`src/sv/coolant_sensor_ratiometric_filter_unit_assert.svh`:
```
// ----------------------------------------------------------------------------
// coolant sensor filter assertion macros
// Shared property wrappers used at the end of the top level.
// ----------------------------------------------------------------------------
`ifndef COOLANT_SENSOR_RATIOMETRIC_FILTER_UNIT_ASSERT_SVH
`define COOLANT_SENSOR_RATIOMETRIC_FILTER_UNIT_ASSERT_SVH

// same-cycle implication, checked out of reset
`define CSRF_ASSERT_NOW(lbl, ante, cons) \
  lbl: assert property (@(posedge clk_i) disable iff (!rst_ni) (ante) |-> (cons)) \
    else $error("csrf same-cycle check failed");

// next-cycle implication, checked out of reset
`define CSRF_ASSERT_NEXT(lbl, ante, cons) \
  lbl: assert property (@(posedge clk_i) disable iff (!rst_ni) (ante) |=> (cons)) \
    else $error("csrf next-cycle check failed");

`endif

```
`src/sv/csrf_pkg.sv`:
```
// ----------------------------------------------------------------------------
// csrf_pkg
// Types and constants shared by the coolant sensor filter modules.
// ----------------------------------------------------------------------------
package csrf_pkg;

  // sample and register width
  localparam int unsigned DataW = 10;
  localparam int unsigned ProdW = 2 * DataW;

  // block averaging
  localparam int unsigned BlockSamples    = 8;
  localparam int unsigned FirstBlockStart = 4;
  localparam int unsigned IdxW            = $clog2(BlockSamples);
  localparam int unsigned WidxW           = 4;
  localparam int unsigned AccW            = DataW + IdxW;
  localparam int unsigned FullShift       = $clog2(BlockSamples);
  localparam int unsigned FirstShift      = $clog2(BlockSamples - FirstBlockStart);

  localparam logic [DataW-1:0] AdMax    = 10'd1023;
  localparam logic [WidxW-1:0] IdxEmpty = 4'd15;
  localparam logic [WidxW-1:0] IdxLast  = WidxW'(BlockSamples - 1);

  // register reset values
  localparam logic [DataW-1:0] RefOkThrRst = 10'd819;
  localparam logic [DataW-1:0] RefDiffRst  = 10'd205;
  localparam logic [DataW-1:0] RefScaleRst = 10'd1016;
  localparam logic [DataW-1:0] EnterLowRst = 10'd40;
  localparam logic [DataW-1:0] LeaveLowRst = 10'd45;

  // stream widths
  localparam int unsigned CfgIdxW    = 3;
  localparam int unsigned InTdataW   = 40;
  localparam int unsigned OutTdataW  = 8;

  typedef enum logic [CfgIdxW-1:0] {
    CFG_REF_OK_THR = 3'd0,
    CFG_REF_DIFF   = 3'd1,
    CFG_REF_SCALE  = 3'd2,
    CFG_ENTER_LOW  = 3'd3,
    CFG_LEAVE_LOW  = 3'd4
  } cfg_reg_e;

  // input item, last field in the lowest bits
  typedef struct packed {
    logic [5:0]       pad;
    logic             ref_ok;
    logic [DataW-1:0] ref_after;
    logic [DataW-1:0] ref_before;
    logic             sensor_ok;
    logic [DataW-1:0] sensor_sample;
    logic             restart;
    logic             ign_on;
  } in_item_t;

  typedef enum logic [3:0] {
    ST_IDLE,
    ST_EVAL,
    ST_MUL,
    ST_CLAMP,
    ST_DIV,
    ST_STORE,
    ST_SUM,
    ST_CMP,
    ST_DONE
  } ctrl_state_e;

  // controller to datapath
  typedef struct packed {
    logic load;
    logic eval;
    logic mul;
    logic div_init;
    logic div_step;
    logic store;
    logic sum_step;
    logic cmp;
    logic out_load;
  } dp_cmd_t;

  // datapath to controller
  typedef struct packed {
    logic sample_ok;
    logic div_last;
    logic block_end;
    logic sum_last;
    logic out_free;
  } dp_status_t;

endpackage

```
`src/sv/csrf_ctrl.sv`:
```
// ----------------------------------------------------------------------------
// csrf_ctrl
// Sequencer for one tick: check, multiply, serial divide, store, block sum, compare, output.
// ----------------------------------------------------------------------------
module csrf_ctrl (
  input  logic                 clk_i,
  input  logic                 rst_ni,
  input  logic                 s_valid_i,
  output logic                 s_ready_o,
  input  csrf_pkg::dp_status_t status_i,
  output csrf_pkg::dp_cmd_t    cmd_o
);
  import csrf_pkg::*;

  ctrl_state_e state_q, state_d;

  // state register
  always_ff @(posedge clk_i or negedge rst_ni) begin
    if (!rst_ni) begin
      state_q <= ST_IDLE;
    end else begin
      state_q <= state_d;
    end
  end

  // next state and commands
  always_comb begin
    state_d   = state_q;
    cmd_o     = '0;
    s_ready_o = 1'b0;
    unique case (state_q)
      ST_IDLE: begin
        s_ready_o = 1'b1;
        if (s_valid_i) begin
          cmd_o.load = 1'b1;
          state_d    = ST_EVAL;
        end
      end
      ST_EVAL: begin
        cmd_o.eval = 1'b1;
        state_d    = status_i.sample_ok ? ST_MUL : ST_DONE;
      end
      ST_MUL: begin
        cmd_o.mul = 1'b1;
        state_d   = ST_CLAMP;
      end
      ST_CLAMP: begin
        cmd_o.div_init = 1'b1;
        state_d        = ST_DIV;
      end
      ST_DIV: begin
        cmd_o.div_step = 1'b1;
        if (status_i.div_last) begin
          state_d = ST_STORE;
        end
      end
      ST_STORE: begin
        cmd_o.store = 1'b1;
        state_d     = status_i.block_end ? ST_SUM : ST_DONE;
      end
      ST_SUM: begin
        cmd_o.sum_step = 1'b1;
        if (status_i.sum_last) begin
          state_d = ST_CMP;
        end
      end
      ST_CMP: begin
        cmd_o.cmp = 1'b1;
        state_d   = ST_DONE;
      end
      ST_DONE: begin
        if (status_i.out_free) begin
          cmd_o.out_load = 1'b1;
          state_d        = ST_IDLE;
        end
      end
      default: begin
        state_d = ST_IDLE;
      end
    endcase
  end

endmodule

```
`src/sv/csrf_dp.sv`:
```
// ----------------------------------------------------------------------------
// csrf_dp
// Registers, reference check, ratiometric divider, sample ring, block
// averager, hysteresis comparator and output register.
// ----------------------------------------------------------------------------
module csrf_dp (
  input  logic                               clk_i,
  input  logic                               rst_ni,
  input  csrf_pkg::in_item_t                 item_i,
  input  logic                               cfg_valid_i,
  input  logic [csrf_pkg::CfgIdxW-1:0]       cfg_index_i,
  input  logic [csrf_pkg::DataW-1:0]         cfg_data_i,
  input  csrf_pkg::dp_cmd_t                  cmd_i,
  output csrf_pkg::dp_status_t               status_o,
  output logic                               m_valid_o,
  input  logic                               m_ready_i,
  output logic                               m_flag_o
);
  import csrf_pkg::*;

  // configuration registers
  logic [DataW-1:0] thr_q, lim_q, scale_q, enter_q, leave_q;

  // filter state
  logic [WidxW-1:0] widx_q;
  logic             primed_q;
  logic             range_q;
  logic [DataW-1:0] store_q [BlockSamples];

  // per-tick working registers
  in_item_t         in_q;
  logic [ProdW-1:0] prod_q;
  logic [DataW-1:0] mean_q;
  logic [DataW-1:0] rem_q;
  logic [DataW-1:0] lo_q;
  logic [DataW-1:0] quo_q;
  logic             clamp_q;
  logic [3:0]       dcnt_q;
  logic [IdxW-1:0]  sidx_q;
  logic [AccW-1:0]  acc_q;
  logic             m_valid_q;
  logic             m_flag_q;

  // reference check
  logic [DataW-1:0] ref_diff;
  logic             sample_ok;
  logic             clear;
  logic [DataW:0]   ref_sum;

  always_comb begin
    ref_diff = (in_q.ref_before >= in_q.ref_after) ?
               (in_q.ref_before - in_q.ref_after) :
               (in_q.ref_after - in_q.ref_before);
    sample_ok = in_q.ign_on & in_q.sensor_ok & in_q.ref_ok &
                (in_q.ref_before >= thr_q) & (in_q.ref_after >= thr_q) &
                (ref_diff < lim_q);
    clear   = cmd_i.eval & (in_q.restart | ~in_q.ign_on);
    ref_sum = {1'b0, in_q.ref_before} + {1'b0, in_q.ref_after};
  end

  // one restoring division step
  logic [DataW:0] div_r;
  logic [DataW:0] div_sub;
  logic           div_ge;

  always_comb begin
    div_r   = {rem_q, lo_q[DataW-1]};
    div_ge  = div_r >= {1'b0, mean_q};
    div_sub = div_r - {1'b0, mean_q};
  end

  // ring slot for the next accepted sample
  logic [WidxW-1:0] widx_nx;
  logic [DataW-1:0] corr;

  always_comb begin
    widx_nx = (widx_q >= IdxLast) ? '0 : widx_q + WidxW'(1);
    corr    = clamp_q ? AdMax : quo_q;
  end

  // block average
  logic [DataW-1:0] avg;

  always_comb begin
    avg = primed_q ? acc_q[FullShift +: DataW] : acc_q[FirstShift +: DataW];
  end

  // control state with reset
  always_ff @(posedge clk_i or negedge rst_ni) begin
    if (!rst_ni) begin
      thr_q     <= RefOkThrRst;
      lim_q     <= RefDiffRst;
      scale_q   <= RefScaleRst;
      enter_q   <= EnterLowRst;
      leave_q   <= LeaveLowRst;
      widx_q    <= IdxEmpty;
      primed_q  <= 1'b0;
      range_q   <= 1'b1;
      m_valid_q <= 1'b0;
    end else begin
      if (cfg_valid_i) begin
        unique case (cfg_index_i)
          CFG_REF_OK_THR: thr_q   <= cfg_data_i;
          CFG_REF_DIFF:   lim_q   <= cfg_data_i;
          CFG_REF_SCALE:  scale_q <= cfg_data_i;
          CFG_ENTER_LOW:  enter_q <= cfg_data_i;
          CFG_LEAVE_LOW:  leave_q <= cfg_data_i;
          default: ;
        endcase
      end
      if (clear) begin
        widx_q   <= IdxEmpty;
        primed_q <= 1'b0;
        range_q  <= 1'b1;
      end
      if (cmd_i.store) begin
        widx_q <= widx_nx;
      end
      // hysteresis, tested against the current range only
      if (cmd_i.cmp) begin
        primed_q <= 1'b1;
        if (range_q) begin
          if (avg < enter_q) begin
            range_q <= 1'b0;
          end
        end else begin
          if (avg > leave_q) begin
            range_q <= 1'b1;
          end
        end
      end
      if (cmd_i.out_load) begin
        m_valid_q <= 1'b1;
      end else if (m_ready_i) begin
        m_valid_q <= 1'b0;
      end
    end
  end

  // payload registers
  always_ff @(posedge clk_i) begin
    if (cmd_i.load) begin
      in_q <= item_i;
    end
    if (cmd_i.mul) begin
      prod_q <= ProdW'(in_q.sensor_sample) * ProdW'(scale_q);
      mean_q <= ref_sum[DataW:1];
    end
    // a zero mean always clamps
    if (cmd_i.div_init) begin
      clamp_q <= prod_q >= {mean_q, {DataW{1'b0}}};
      rem_q   <= prod_q[ProdW-1:DataW];
      lo_q    <= prod_q[DataW-1:0];
      quo_q   <= '0;
      dcnt_q  <= 4'(DataW - 1);
    end
    if (cmd_i.div_step) begin
      rem_q  <= div_ge ? div_sub[DataW-1:0] : div_r[DataW-1:0];
      lo_q   <= {lo_q[DataW-2:0], 1'b0};
      quo_q  <= {quo_q[DataW-2:0], div_ge};
      dcnt_q <= dcnt_q - 4'd1;
    end
    if (cmd_i.store) begin
      store_q[widx_nx[IdxW-1:0]] <= corr;
      sidx_q <= primed_q ? '0 : IdxW'(FirstBlockStart);
      acc_q  <= '0;
    end
    if (cmd_i.sum_step) begin
      acc_q  <= acc_q + AccW'(store_q[sidx_q]);
      sidx_q <= sidx_q + IdxW'(1);
    end
    if (cmd_i.out_load) begin
      m_flag_q <= ~range_q;
    end
  end

  // status back to the controller
  always_comb begin
    status_o.sample_ok = sample_ok;
    status_o.div_last  = dcnt_q == 4'd0;
    status_o.block_end = widx_nx == IdxLast;
    status_o.sum_last  = sidx_q == IdxW'(BlockSamples - 1);
    status_o.out_free  = ~m_valid_q | m_ready_i;
  end

  assign m_valid_o = m_valid_q;
  assign m_flag_o  = m_flag_q;

endmodule

```
`src/sv/coolant_sensor_ratiometric_filter_unit.sv`:
```
// ----------------------------------------------------------------------------
// coolant_sensor_ratiometric_filter_unit
// Ratiometric coolant sample filter with block averaging and a two-range
// hysteresis comparator; one low-range flag per tick.
// ----------------------------------------------------------------------------
// channel   dir  handshake                   payload
// s_axis    in   s_axis_tvalid/s_axis_tready one tick of sensor readings
// m_axis    out  m_axis_tvalid/m_axis_tready low_range_flag
// cfg       in   cfg_valid_i/cfg_ready_o     register index and value
//
// A rejected tick or ignition off goes from the check straight to the result.
// An accepted sample is multiplied, then run through the serial divider (10 steps) and stored.
// A tick that closes a block adds the ring sum over 4 or 8 slots, then the compare step.
// rst_ni clears the comparator and ring index and restores register defaults.
// A result waits in the output register while the next tick is taken.
// ----------------------------------------------------------------------------
`include "coolant_sensor_ratiometric_filter_unit_assert.svh"

module coolant_sensor_ratiometric_filter_unit (
  input  logic                              clk_i,
  input  logic                              rst_ni,
  // tdata: ign_on, restart, sensor_sample[9:0], sensor_ok, ref_before[9:0],
  //        ref_after[9:0], ref_ok, zero fill
  input  logic                              s_axis_tvalid,
  output logic                              s_axis_tready,
  input  logic [csrf_pkg::InTdataW-1:0]     s_axis_tdata,
  // tdata: low_range_flag, zero fill
  output logic                              m_axis_tvalid,
  input  logic                              m_axis_tready,
  output logic [csrf_pkg::OutTdataW-1:0]    m_axis_tdata,
  input  logic                              cfg_valid_i,
  output logic                              cfg_ready_o,
  input  logic [csrf_pkg::CfgIdxW-1:0]      cfg_index_i,
  input  logic [csrf_pkg::DataW-1:0]        cfg_data_i
);
  import csrf_pkg::*;

  in_item_t   item;
  dp_cmd_t    cmd;
  dp_status_t status;
  logic       flag;

  assign item        = in_item_t'(s_axis_tdata);
  assign cfg_ready_o = 1'b1;
  assign m_axis_tdata = {{(OutTdataW - 1){1'b0}}, flag};

  // sequencer
  csrf_ctrl u_ctrl (
    .clk_i     (clk_i),
    .rst_ni    (rst_ni),
    .s_valid_i (s_axis_tvalid),
    .s_ready_o (s_axis_tready),
    .status_i  (status),
    .cmd_o     (cmd)
  );

  // datapath
  csrf_dp u_dp (
    .clk_i       (clk_i),
    .rst_ni      (rst_ni),
    .item_i      (item),
    .cfg_valid_i (cfg_valid_i),
    .cfg_index_i (cfg_index_i),
    .cfg_data_i  (cfg_data_i),
    .cmd_i       (cmd),
    .status_o    (status),
    .m_valid_o   (m_axis_tvalid),
    .m_ready_i   (m_axis_tready),
    .m_flag_o    (flag)
  );

  // checks
  `CSRF_ASSERT_NEXT(a_busy_after_accept, s_axis_tvalid && s_axis_tready, !s_axis_tready)
  `CSRF_ASSERT_NOW(a_no_result_overwrite, cmd.out_load, !m_axis_tvalid || m_axis_tready)
  `CSRF_ASSERT_NOW(a_one_command, 1'b1, $onehot0(cmd))

endmodule

```
`config.mk`:
```
export PLATFORM = sky130hd
export DESIGN_NAME = coolant_sensor_ratiometric_filter_unit
export DESIGN_NICKNAME = d
export VERILOG_FILES = /design/src/sv/csrf_pkg.sv /design/src/sv/csrf_ctrl.sv /design/src/sv/csrf_dp.sv /design/src/sv/coolant_sensor_ratiometric_filter_unit.sv
export VERILOG_INCLUDE_DIRS = /design/src /design/src/sv
export SDC_FILE = /design/constraint.sdc
export NUM_CORES = 1
export LEC_CHECK = 0
export ABC_CLOCK_PERIOD_IN_PS = 6100
export BUFFER_PORTS_ARGS = -buffer_cell sky130_fd_sc_hd__buf_2
export CORE_MARGIN = 3
export CORE_UTILIZATION = 63
export CTS_BUF_LIST = sky130_fd_sc_hd__clkbuf_16
export DETAILED_ROUTE_END_ITERATION = 16
export PLACE_DENSITY_LB_ADDON = 0.1
export SLEW_MARGIN = 30
export SYNTH_ARGS = -nofsm -noshare
export SYNTH_HDL_FRONTEND = slang
export SYNTH_SLANG_ARGS = --single-unit
```
`constraint.sdc`:
```
create_clock -name clk_i -period 6.1 [get_ports clk_i]
set_input_delay 1.525 -clock clk_i [delete_from_list [all_inputs] [get_ports clk_i]]
set_output_delay 1.525 -clock clk_i [all_outputs]
set_load 0.01 [all_outputs]
```
==> impl_metrics.json, run 1 <==
{
  "ctsResizeCount": 0,
  "cellPowerDensity_mw_per_mm2": 491.8,
  "seqPwrFrac_pct": 27.5,
  "n_antenna_cell": 0,
  "fin_crit_sh_pct": 92.25,
  "power.internal_mw": 5.532,
  "ys_seq_area_share_pct": 44.93,
  "area_growth_pct": 9.724,
  "cp_top_family": "adder cells",
  "clock.fmax_ghz": 0.1777,
  "combPwrFrac_pct": 52.1,
  "async_flop_share_pct": 23.46,
  "synth_area_mm2": 0.01669,
  "layout-drive-gt1-share_pct": 15.35,
  "critPathKind": "reg2reg",
  "fin_crit_ns": 5.627,
  "outcome": "finished clean",
  "die-area_mm2": 0.02848,
  "wl_per_cell_um": 18.07,
  "core_area_mm2": 0.02562,
  "start_kind": "flop",
  "syn_avg_cell_area_um2": 11.49,
  "power_mw": 9.006,
  "grt_pass1_vias": 10750,
  "num_vias": 10700,
  "cts_tree": "done",
  "clkTransAtPathRegs_ns": 0.06,
  "yosysWarnings": 0,
  "clockBufferDepth": 3,
  "multiInputGateArea_mm2": 0.008337,
  "switching_share_pct": 38.57,
  "fin_nets": 1793,
  "synth_area_leaders": "edfxtp_1 35%, ha_1 12%, fa_1 8.0%",
  "cts_inserted_buffers": 28,
  "pwr-share-clk_pct": 20.4,
  "clk_latency_ns": 0.56,
  "hp-class": "reg2reg",
  "synth_largest_area_cell": "edfxtp_1",
  "ys_types": 72,
  "ir_worst_vdd_mv": 0.4759,
  "detail-route-antenna-nets": 0,
  "worst_pin_slew_ns": 0.9845,
  "dp_hpwl_mm": 24.81,
  "start_util_pct": 65.15,
  "vias_per_cell": 5.771,
  "die_x_um": 168.8,
  "slew-limit-headroom_pct": 34.12,
  "cts_sinks": 260,
  "crit_chain": "nand2_1, fa_1, inv_1, fa_1, inv_1, fa_1, inv_1, fa_1, inv_1, fa_1, inv_1, ha_1, nand3_1, nor4_1, nor2_1, a31oi_1, nand2_1, o21ai_0, xor2_1",
  "finalHoldViolations": 0,
  "grt_max_degree": 62,
  "setup_viol": 0,
  "leakagePower_nw": 7.909,
  "io_buffers": 54,
  "wl_mm": 33.50,
  "synth.most_common_cell": "edfxtp_1",
  "final_util_pct": 71.48,
  "antenna_found_initial": 0,
  "crit_path_max_fanout": 11,
  "n_fill_cell": 1853,
  "drtIter0Drc": 689,
  "synthTopCellsByCount": "195 x edfxtp_1, 174 x inv_1, 166 x ha_1",
  "grt_first_pass_wirelength_mm": 54.99,
  "ioPinCount": 69,
  "h-tree-depth": 1,
  "cp-end-kind": "flop",
  "ys_ff_latch": 260,
  "postCtsHoldBufs": 0,
  "required_ns": 6.39,
  "drv_slew": 0,
  "drv_cap": 0,
  "critPathBufInv": 5,
  "yosysTopAreaCellShare_pct": 35.09,
  "p_switching_mw": 3.474,
  "rows": 58,
  "critPathSlowestCell": "dfstp_2",
  "place_congestion": 0.9034,
  "synthFlopType": "edfxtp_1",
  "rsz0062_at_grt": "false",
  "register_area_mm2": 0.007498,
  "dr.pass1.iters": 5,
  "critPathArrivalTime_ns": 5.91,
  "netlist_instances": 1453,
  "fin_skew_ns": 0.02134,
  "grt_usage_pct": 23.98,
  "slowest_delay_ns": 0.67,
  "die_h_um": 168.8,
  "post_cts_buffers": 0,
  "cts-root-buf": "clkbuf_16",
  "post-route-drc-count": 0,
  "tns_ns": 0,
  "gr-total-overflow": 0,
  "synth_edf_count": 195
}
[routing by layer]
layer,vias to the layer above,GRT usage [%],wire length (µm)
met2,223,41.84,16620
met4,0,5.550,776
li1,5190,-,-
met3,48,2.896,1264
met5,-,0,0
met1,5238,32.50,14840
[power groups by stage]
stage / combinational, mW / clock (mW) / sequential (mW)
2_1_floorplan: 3.82 / 0 / 2.41
3_3_place_gp: 4.56 / 0 / 2.50
3_5_place_dp: 4.66 / 0 / 2.51
4_1_cts: 4.73 / 1.88 / 2.47
5_1_grt: 5.48 / 1.96 / 2.49
6_report: 4.69 / 1.84 / 2.47
[path summary, 6_finish.rpt]
check                                               to  cells past startpoint  slack (ns)                        start
max                          u_dp.prod_q[17]$_DFFE_PP_                     19        0.47  u_dp.scale_q[3]$_DFFE_PN1P_
min                          u_dp.lo_q[0]$_SDFFE_PP0P_                      2        0.46    u_dp.lo_q[0]$_SDFFE_PP0P_
max reg2reg                  u_dp.prod_q[17]$_DFFE_PP_                     19        0.47  u_dp.scale_q[3]$_DFFE_PN1P_
min reg2reg                  u_dp.lo_q[0]$_SDFFE_PP0P_                      2        0.46    u_dp.lo_q[0]$_SDFFE_PP0P_
max in group asynchronous    u_dp.thr_q[6]$_DFFE_PN0P_                      2        4.42                       rst_ni
min in group asynchronous  u_dp.enter_q[4]$_DFFE_PN0P_                      2        1.16                       rst_ni
[stage by stage]
stage                     cells  hold WS (ns)  cell area, µm²  setup slack, ns
after floorplan            1459        0.4360           16710           0.7028
after global placement     1802        0.4545           17270           0.5885
after detailed placement   1802        0.4511           17280           0.5098
after CTS                  1854        0.4626           18310           0.5002
after global routing       1854        0.4839           18310          0.04146
final                      1854        0.4650           18310           0.4730
[logic make-up after synthesis]
| logic type | after synthesis | share of synthesized area, % |
|---|---|---|
| mux | 79 | 6.560 |
| simple gates | 352 | 10.51 |
| xor+xnor | 50 | 2.624 |
| buf+inv | 230 | 5.458 |
| flops | 260 | 44.93 |
| compound gates | 247 | 9.387 |
| fa+ha+maj | 233 | 20.48 |
| other cells | 2 | 0.04500 |
[registers in the layout, indices dropped and copies added, names as in the netlist, 4 cells and up, named ones only]
register	count
u_dp.enter_q	10
u_dp.thr_q	10
u_dp.acc_q	13
u_dp.store_q	80
u_dp.lo_q	10
u_dp.prod_q	20
u_dp.widx_q	4
u_dp.rem_q	10
u_dp.lim_q	10
u_dp.quo_q	10
u_dp.in_q	34
u_dp.dcnt_q	4
u_dp.mean_q	10
u_ctrl.state_q	4
u_dp.leave_q	10
u_dp.scale_q	10
[area by class of cell]
class	count	share of cell area, %
multi-input combinational	969	45.53
tap	330	2.255
clock buffer	28	3.826
timing repair buffer	69	2.091
clock inverter	24	1.783
sequential	260	40.95
inverter	174	3.567
[placed cells by master, fill, tap and decap left out, types with 40 or more instances in the layout]
cell type,instances
mux2_2,43
and2_1,54
edfxtp_1,195
a21oi_1,69
nand2_1,126
buf_2,54
o21ai_0,68
ha_1,166
nor2_1,54
fa_1,67
xnor2_1,40
inv_1,175
[worst reg2reg max path: cells and delay by family, from the launching register on]
family | cells | cell delay [ns]
flip-flops | 1 | 0.67
adder cells (fa/ha/maj) | 6 | 2.94
buffers and inverters | 5 | 0.25
XOR/XNOR | 1 | 0.10
AO/OA/AOI/OAI | 2 | 0.57
AND/OR/NAND/NOR | 5 | 0.83
No activity file was read; power rests on OpenSTA's default activity.
==> inputs of run 2 (changes only) <==
Settings changed: CELL_PAD_IN_SITES_DETAIL_PLACEMENT from default to 0, CELL_PAD_IN_SITES_GLOBAL_PLACEMENT from default to 1, CORE_UTILIZATION 63 to 51.
==> run 2 against run 1 <==
Compared with the run above:
- sequential share of layout area shrank 0.37 points
- via count shrank 2.3%
- critical path depth shrank 2
- die area grew 23%
- critical path type unchanged
- clock skew shrank 0.0017 ns
- non-clock buffer count grew 2
- fmax grew 0.40%
- critical endpoint is now u_dp.prod_q[18]$_DFFE_PP_
==> impl_metrics.json, run 2 (synthesis gave the netlist of run 1 again) <==
{
  "critPathArrivalTime_ns": 5.90,
  "critPathBufInv": 3,
  "drv_slew": 0,
  "crit_path_frequent_cell": "fa_1",
  "worst_pin_slew_ns": 0.9119,
  "place_area_mm2": 0.01744,
  "ioPinCount": 69,
  "post_cts_buffers": 0,
  "power_mw": 8.967,
  "h-tree-depth": 1,
  "mostFrequentLayoutCells": "195 x edfxtp_1, 177 x inv_1, 166 x ha_1, 126 x nand2_1, 69 x a21oi_1",
  "area_growth_pct": 10.71,
  "start_kind": "flop",
  "layout-drive-gt1-share_pct": 15.49,
  "cts_sinks": 260,
  "die_h_um": 186.9,
  "start_util_pct": 52.35,
  "dr.pass1.iters": 4,
  "die_x_um": 186.9,
  "dp_hpwl_mm": 26.07,
  "required_ns": 6.40,
  "gr-total-overflow": 0,
  "cts-root-buf": "clkbuf_16",
  "layout_commonest_cell": "edfxtp_1",
  "final_util_pct": 57.96,
  "crit_path_max_fanout": 11,
  "n_fill_cell": 2762,
  "fin_nets": 1797,
  "layout_setup_ws_ns": 0.4953,
  "clockBufferDepth": 3,
  "outcome": "finished clean",
  "post-route-drc-count": 0,
  "core_area_mm2": 0.03188,
  "grt_max_degree": 62,
  "leakagePower_nw": 7.939,
  "pre_cts_ws_ns": 0.4729,
  "largest_reg_flops": 80,
  "slowest_delay_ns": 0.68,
  "setup_viol": 0,
  "rows": 65,
  "num_vias": 10450,
  "finalHoldViolations": 0,
  "critPathKind": "reg2reg",
  "cts_inserted_buffers": 30,
  "fin_crit_sh_pct": 91.88,
  "clock.fmax_ghz": 0.1784,
  "fin_crit_ns": 5.605,
  "die-area_mm2": 0.03493,
  "grt_usage_pct": 20.20,
  "slew-limit-headroom_pct": 38.75,
  "detail-route-antenna-nets": 0,
  "io_buffers": 54,
  "tns_ns": 0,
  "hp-class": "reg2reg",
  "holdWs_ns": 0.4857,
  "place_congestion": 0.8391,
  "ir_worst_vdd_mv": 0.3854,
  "stdcell_count": 1965,
  "rsz0062_at_grt": "false",
  "wl_per_cell_um": 17.50,
  "fin_area_mm2": 0.01848,
  "wl_mm": 34.38,
  "critPathSlowestCell": "dfstp_2",
  "cellPowerDensity_mw_per_mm2": 485.3,
  "n_antenna_cell": 0,
  "clkTransAtPathRegs_ns": 0.06,
  "postCtsHoldBufs": 0,
  "grt_first_pass_wirelength_mm": 57.19,
  "ctsResizeCount": 0,
  "placedCellCount": 1909,
  "fin_skew_ns": 0.01959,
  "cp-end-kind": "flop",
  "vias_per_cell": 5.319,
  "clk_latency_ns": 0.57,
  "grt_pass1_vias": 10750,
  "drv_cap": 0,
  "cp_top_family": "adder cells",
  "drtIter0Drc": 568,
  "crit_chain": "nand2_1, fa_1, inv_1, fa_1, fa_1, fa_1, inv_1, fa_1, inv_1, ha_1, a2111oi_0, o21ai_0, a21oi_1, o2bb2ai_1, o21ai_0, a21oi_1, xnor2_1",
  "cts_tree": "done",
  "antenna_found_initial": 0
}
[run 2: cell count changes in the layout (fill, tap and decap cells not counted), sizes merged]
cell,change
clkinv,+2
bufinv,-2
clkinvlp,+1
buf,+2
clkbuf,+2
inv,+1
[run 2: per-layer routing]
layer	wire (µm)	vias to the layer above	track usage, %
met5	0	-	0
met4	821	0	5.031
met3	876	44	2.174
met2	16300	144	33.78
met1	16380	5065	28.53
li1	-	5198	-
[run 2: where the power goes]
group | switching, mW | internal, mW | leakage [nW]
Sequential | 0.154 | 2.31 | 2.51
Clock | 0.718 | 1.11 | 0.501
Combinational | 2.59 | 2.08 | 4.92
[run 2: worst register-to-register path: cells and delay by family, from the launching register on]
kind	cells	cell delay, ns
fa+ha+maj	6	2.97
compound gates	6	1.35
flops	1	0.68
buf+inv	3	0.14
simple gates	1	0.13
xor+xnor	1	0.08
[run 2: area by class of cell]
cell class	count	area [µm²]	share of cell area [%]
tap	435	544.3	2.946
inverter	174	653.1	3.535
timing repair buffer	71	397.9	2.153
sequential	260	7498	40.58
clock inverter	26	284.0	1.537
multi-input combinational	969	8348	45.18
clock buffer	30	750.7	4.063
[run 2: worst paths after layout]
kind | from | end | slack, ns | cells past startpoint
max reg2reg | u_dp.scale_q[3]$_DFFE_PN1P_ | u_dp.prod_q[18]$_DFFE_PP_ | 0.50 | 17
min in group asynchronous | rst_ni | u_dp.enter_q[1]$_DFFE_PN0P_ | 1.15 | 2
min | u_dp.lo_q[0]$_SDFFE_PP0P_ | u_dp.lo_q[0]$_SDFFE_PP0P_ | 0.49 | 2
max | u_dp.scale_q[3]$_DFFE_PN1P_ | u_dp.prod_q[18]$_DFFE_PP_ | 0.50 | 17
min reg2reg | u_dp.lo_q[0]$_SDFFE_PP0P_ | u_dp.lo_q[0]$_SDFFE_PP0P_ | 0.49 | 2
max in group asynchronous | rst_ni | u_dp.scale_q[1]$_DFFE_PN0P_ | 4.43 | 2
==> inputs of run 3 (changes only) <==
Settings changed: ABC_CLOCK_PERIOD_IN_PS 6100 to 5500.
Clock period 6.1 ns to 5.5 ns, I/O delays scaled along.
==> run 3 against run 2 <==
Compared with the run above:
- first-iteration DRC count down 12%
- sequential share of layout area decreased by 0.17 points
- worst hold slack worse by 0.019 ns
- global-route usage rose by 0.19 points
- clock power shrank 2%
- highest routed layer unchanged
- largest power group unchanged
==> impl_metrics.json, run 3 (synthesis gave the netlist of run 1 again) <==
{
  "rrSetupSlack_ns": 0.26,
  "cts_inserted_buffers": 28,
  "drv_cap": 0,
  "fin_nets": 1812,
  "setup_viol": 0,
  "slowest_delay_ns": 0.57,
  "core_area_mm2": 0.03188,
  "layout_setup_ws_ns": 0.2565,
  "gr-total-overflow": 0,
  "cellPowerDensity_mw_per_mm2": 566.8,
  "cts_sinks": 260,
  "hp-class": "reg2reg",
  "drtIter0Drc": 499,
  "die-area_mm2": 0.03493,
  "critPathArrivalTime_ns": 5.53,
  "wl_per_cell_um": 17.79,
  "antenna_found_initial": 0,
  "worst_pin_slew_ns": 0.8998,
  "outcome": "finished clean",
  "start_util_pct": 52.35,
  "fin_crit_sh_pct": 95.34,
  "grt_pass1_vias": 10780,
  "reg2reg_from": "u_dp.scale_q[3]$_DFFE_PN1P_",
  "place_congestion": 0.8571,
  "postCtsHoldBufs": 0,
  "num_vias": 10580,
  "leakagePower_nw": 7.996,
  "min_delay_path_depth": 2,
  "area_growth_pct": 11.19,
  "critPathSlowestCell": "dfstp_2",
  "drv_slew": 0,
  "grt_max_degree": 44,
  "layout_commonest_cell": "edfxtp_1",
  "dp_hpwl_mm": 26.74,
  "wl_mm": 35.18,
  "finalHoldViolations": 0,
  "critPathKind": "reg2reg",
  "die_h_um": 186.9,
  "reg2reg_depth": 20,
  "crit_chain": "nand2_1, fa_1, inv_1, fa_1, inv_1, fa_1, inv_1, fa_1, inv_1, fa_1, inv_1, ha_2, buf_4, nor3_1, nor3_2, a21oi_2, o2bb2ai_2, o21ai_0, a21oi_1, xnor2_1",
  "tns_ns": 0,
  "cts_tree": "done",
  "h-tree-depth": 1,
  "holdPathEnd": "u_dp.lo_q[0]$_SDFFE_PP0P_",
  "regToRegEndpoint": "u_dp.prod_q[18]$_DFFE_PP_",
  "pre_cts_ws_ns": -0.009669,
  "rows": 65,
  "hold_start": "u_dp.lo_q[0]$_SDFFE_PP0P_",
  "layout-drive-gt1-share_pct": 16.86,
  "clk_latency_ns": 0.56,
  "fin_skew_ns": 0.01953,
  "detail-route-antenna-nets": 0,
  "cp-end-kind": "flop",
  "dr.pass1.iters": 4,
  "vias_per_cell": 5.353,
  "clock.fmax_ghz": 0.1907,
  "clkTransAtPathRegs_ns": 0.07,
  "n_antenna_cell": 0,
  "ioPinCount": 69,
  "crit_path_max_fanout": 6,
  "io_buffers": 54,
  "start_kind": "flop",
  "ir_worst_vdd_mv": 0.6354,
  "post-route-drc-count": 0,
  "n_fill_cell": 2719,
  "clockBufferDepth": 3,
  "grt_usage_pct": 20.39,
  "required_ns": 5.79,
  "mostFrequentLayoutCells": "195 x edfxtp_1, 180 x inv_1, 164 x ha_1, 125 x nand2_1, 68 x a21oi_1",
  "cts-root-buf": "clkbuf_16",
  "slew-limit-headroom_pct": 39.56,
  "largest_reg_flops": 80,
  "grt_first_pass_wirelength_mm": 57.68,
  "fin_crit_ns": 5.244,
  "die_x_um": 186.9
}
## run 3: per-stage QoR
step | cell area, µm² | hold slack (ns) | instances | power [mW] | util (%)
6_report | 18560 | 0.4667 | 1977 | 10.52 | 58.20
2_1_floorplan | 16710 | 0.4360 | 1459 | 6.911 | -
5_1_grt | 18560 | 0.4935 | 1977 | 11.53 | 58.20
3_5_place_dp | 17570 | 0.4606 | 1925 | 8.139 | 55.10
4_1_cts | 18450 | 0.4702 | 1976 | 10.02 | 57.88
3_3_place_gp | 17550 | 0.4484 | 1925 | 8.104 | 55.06
## run 3: repair_timing
item,CTS,global route
pin swaps,0,5
resized for setup,1,19
endpoints found under the setup margin,1,5
gates cloned,0,0
setup buffers,0,1
## run 3: cell type report
cell class | count | area (µm²) | area share (%)
timing repair buffer | 88 | 525.5 | 2.832
clock inverter | 23 | 182.7 | 0.9845
sequential | 260 | 7498 | 40.41
clock buffer | 28 | 700.7 | 3.776
inverter | 174 | 653.1 | 3.520
multi-input combinational | 969 | 8451 | 45.54
tap | 435 | 544.3 | 2.933
## run 3: worst max-delay path by stage
stage,from,end,slack [ns],depth (start not counted)
5_1_grt,u_dp.scale_q[3]$_DFFE_PN1P_,u_dp.prod_q[18]$_DFFE_PP_,-0.03,20
2_1_floorplan,u_dp.scale_q[9]$_DFFE_PN1P_,u_dp.prod_q[18]$_DFFE_PP_,0.10,19
3_5_place_dp,u_dp.scale_q[9]$_DFFE_PN1P_,u_dp.prod_q[18]$_DFFE_PP_,-0.01,17
6_report,u_dp.scale_q[3]$_DFFE_PN1P_,u_dp.prod_q[18]$_DFFE_PP_,0.26,20
4_1_cts,u_dp.scale_q[9]$_DFFE_PN1P_,u_dp.prod_q[18]$_DFFE_PP_,0.008,17
3_3_place_gp,u_dp.scale_q[9]$_DFFE_PN1P_,u_dp.prod_q[18]$_DFFE_PP_,0.08,17
## run 3: power breakdown
part / total [mW] / leakage [nW] / internal [mW] / switching, mW
Clock: 1.79 / 0.446 / 1.02 / 0.770
Sequential: 2.70 / 2.51 / 2.56 / 0.140
Combinational: 6.02 / 5.04 / 2.71 / 3.31
## run 3: critical path: cells and delay by family, from the launching register on
kind,cells,cell delay [ns]
fa+ha+maj,6,2.85
compound gates,4,0.62
flops,1,0.57
simple gates,3,0.44
buf+inv,6,0.40
xor+xnor,1,0.08
## run 3: routing by layer
layer	part of all wire, %	vias up	GRT usage, %
li1	-	5233	-
met1	47	5122	29.19
met4	2.4	0	4.827
met5	0	-	0
met2	47	171	33.49
met3	3.2	57	2.586
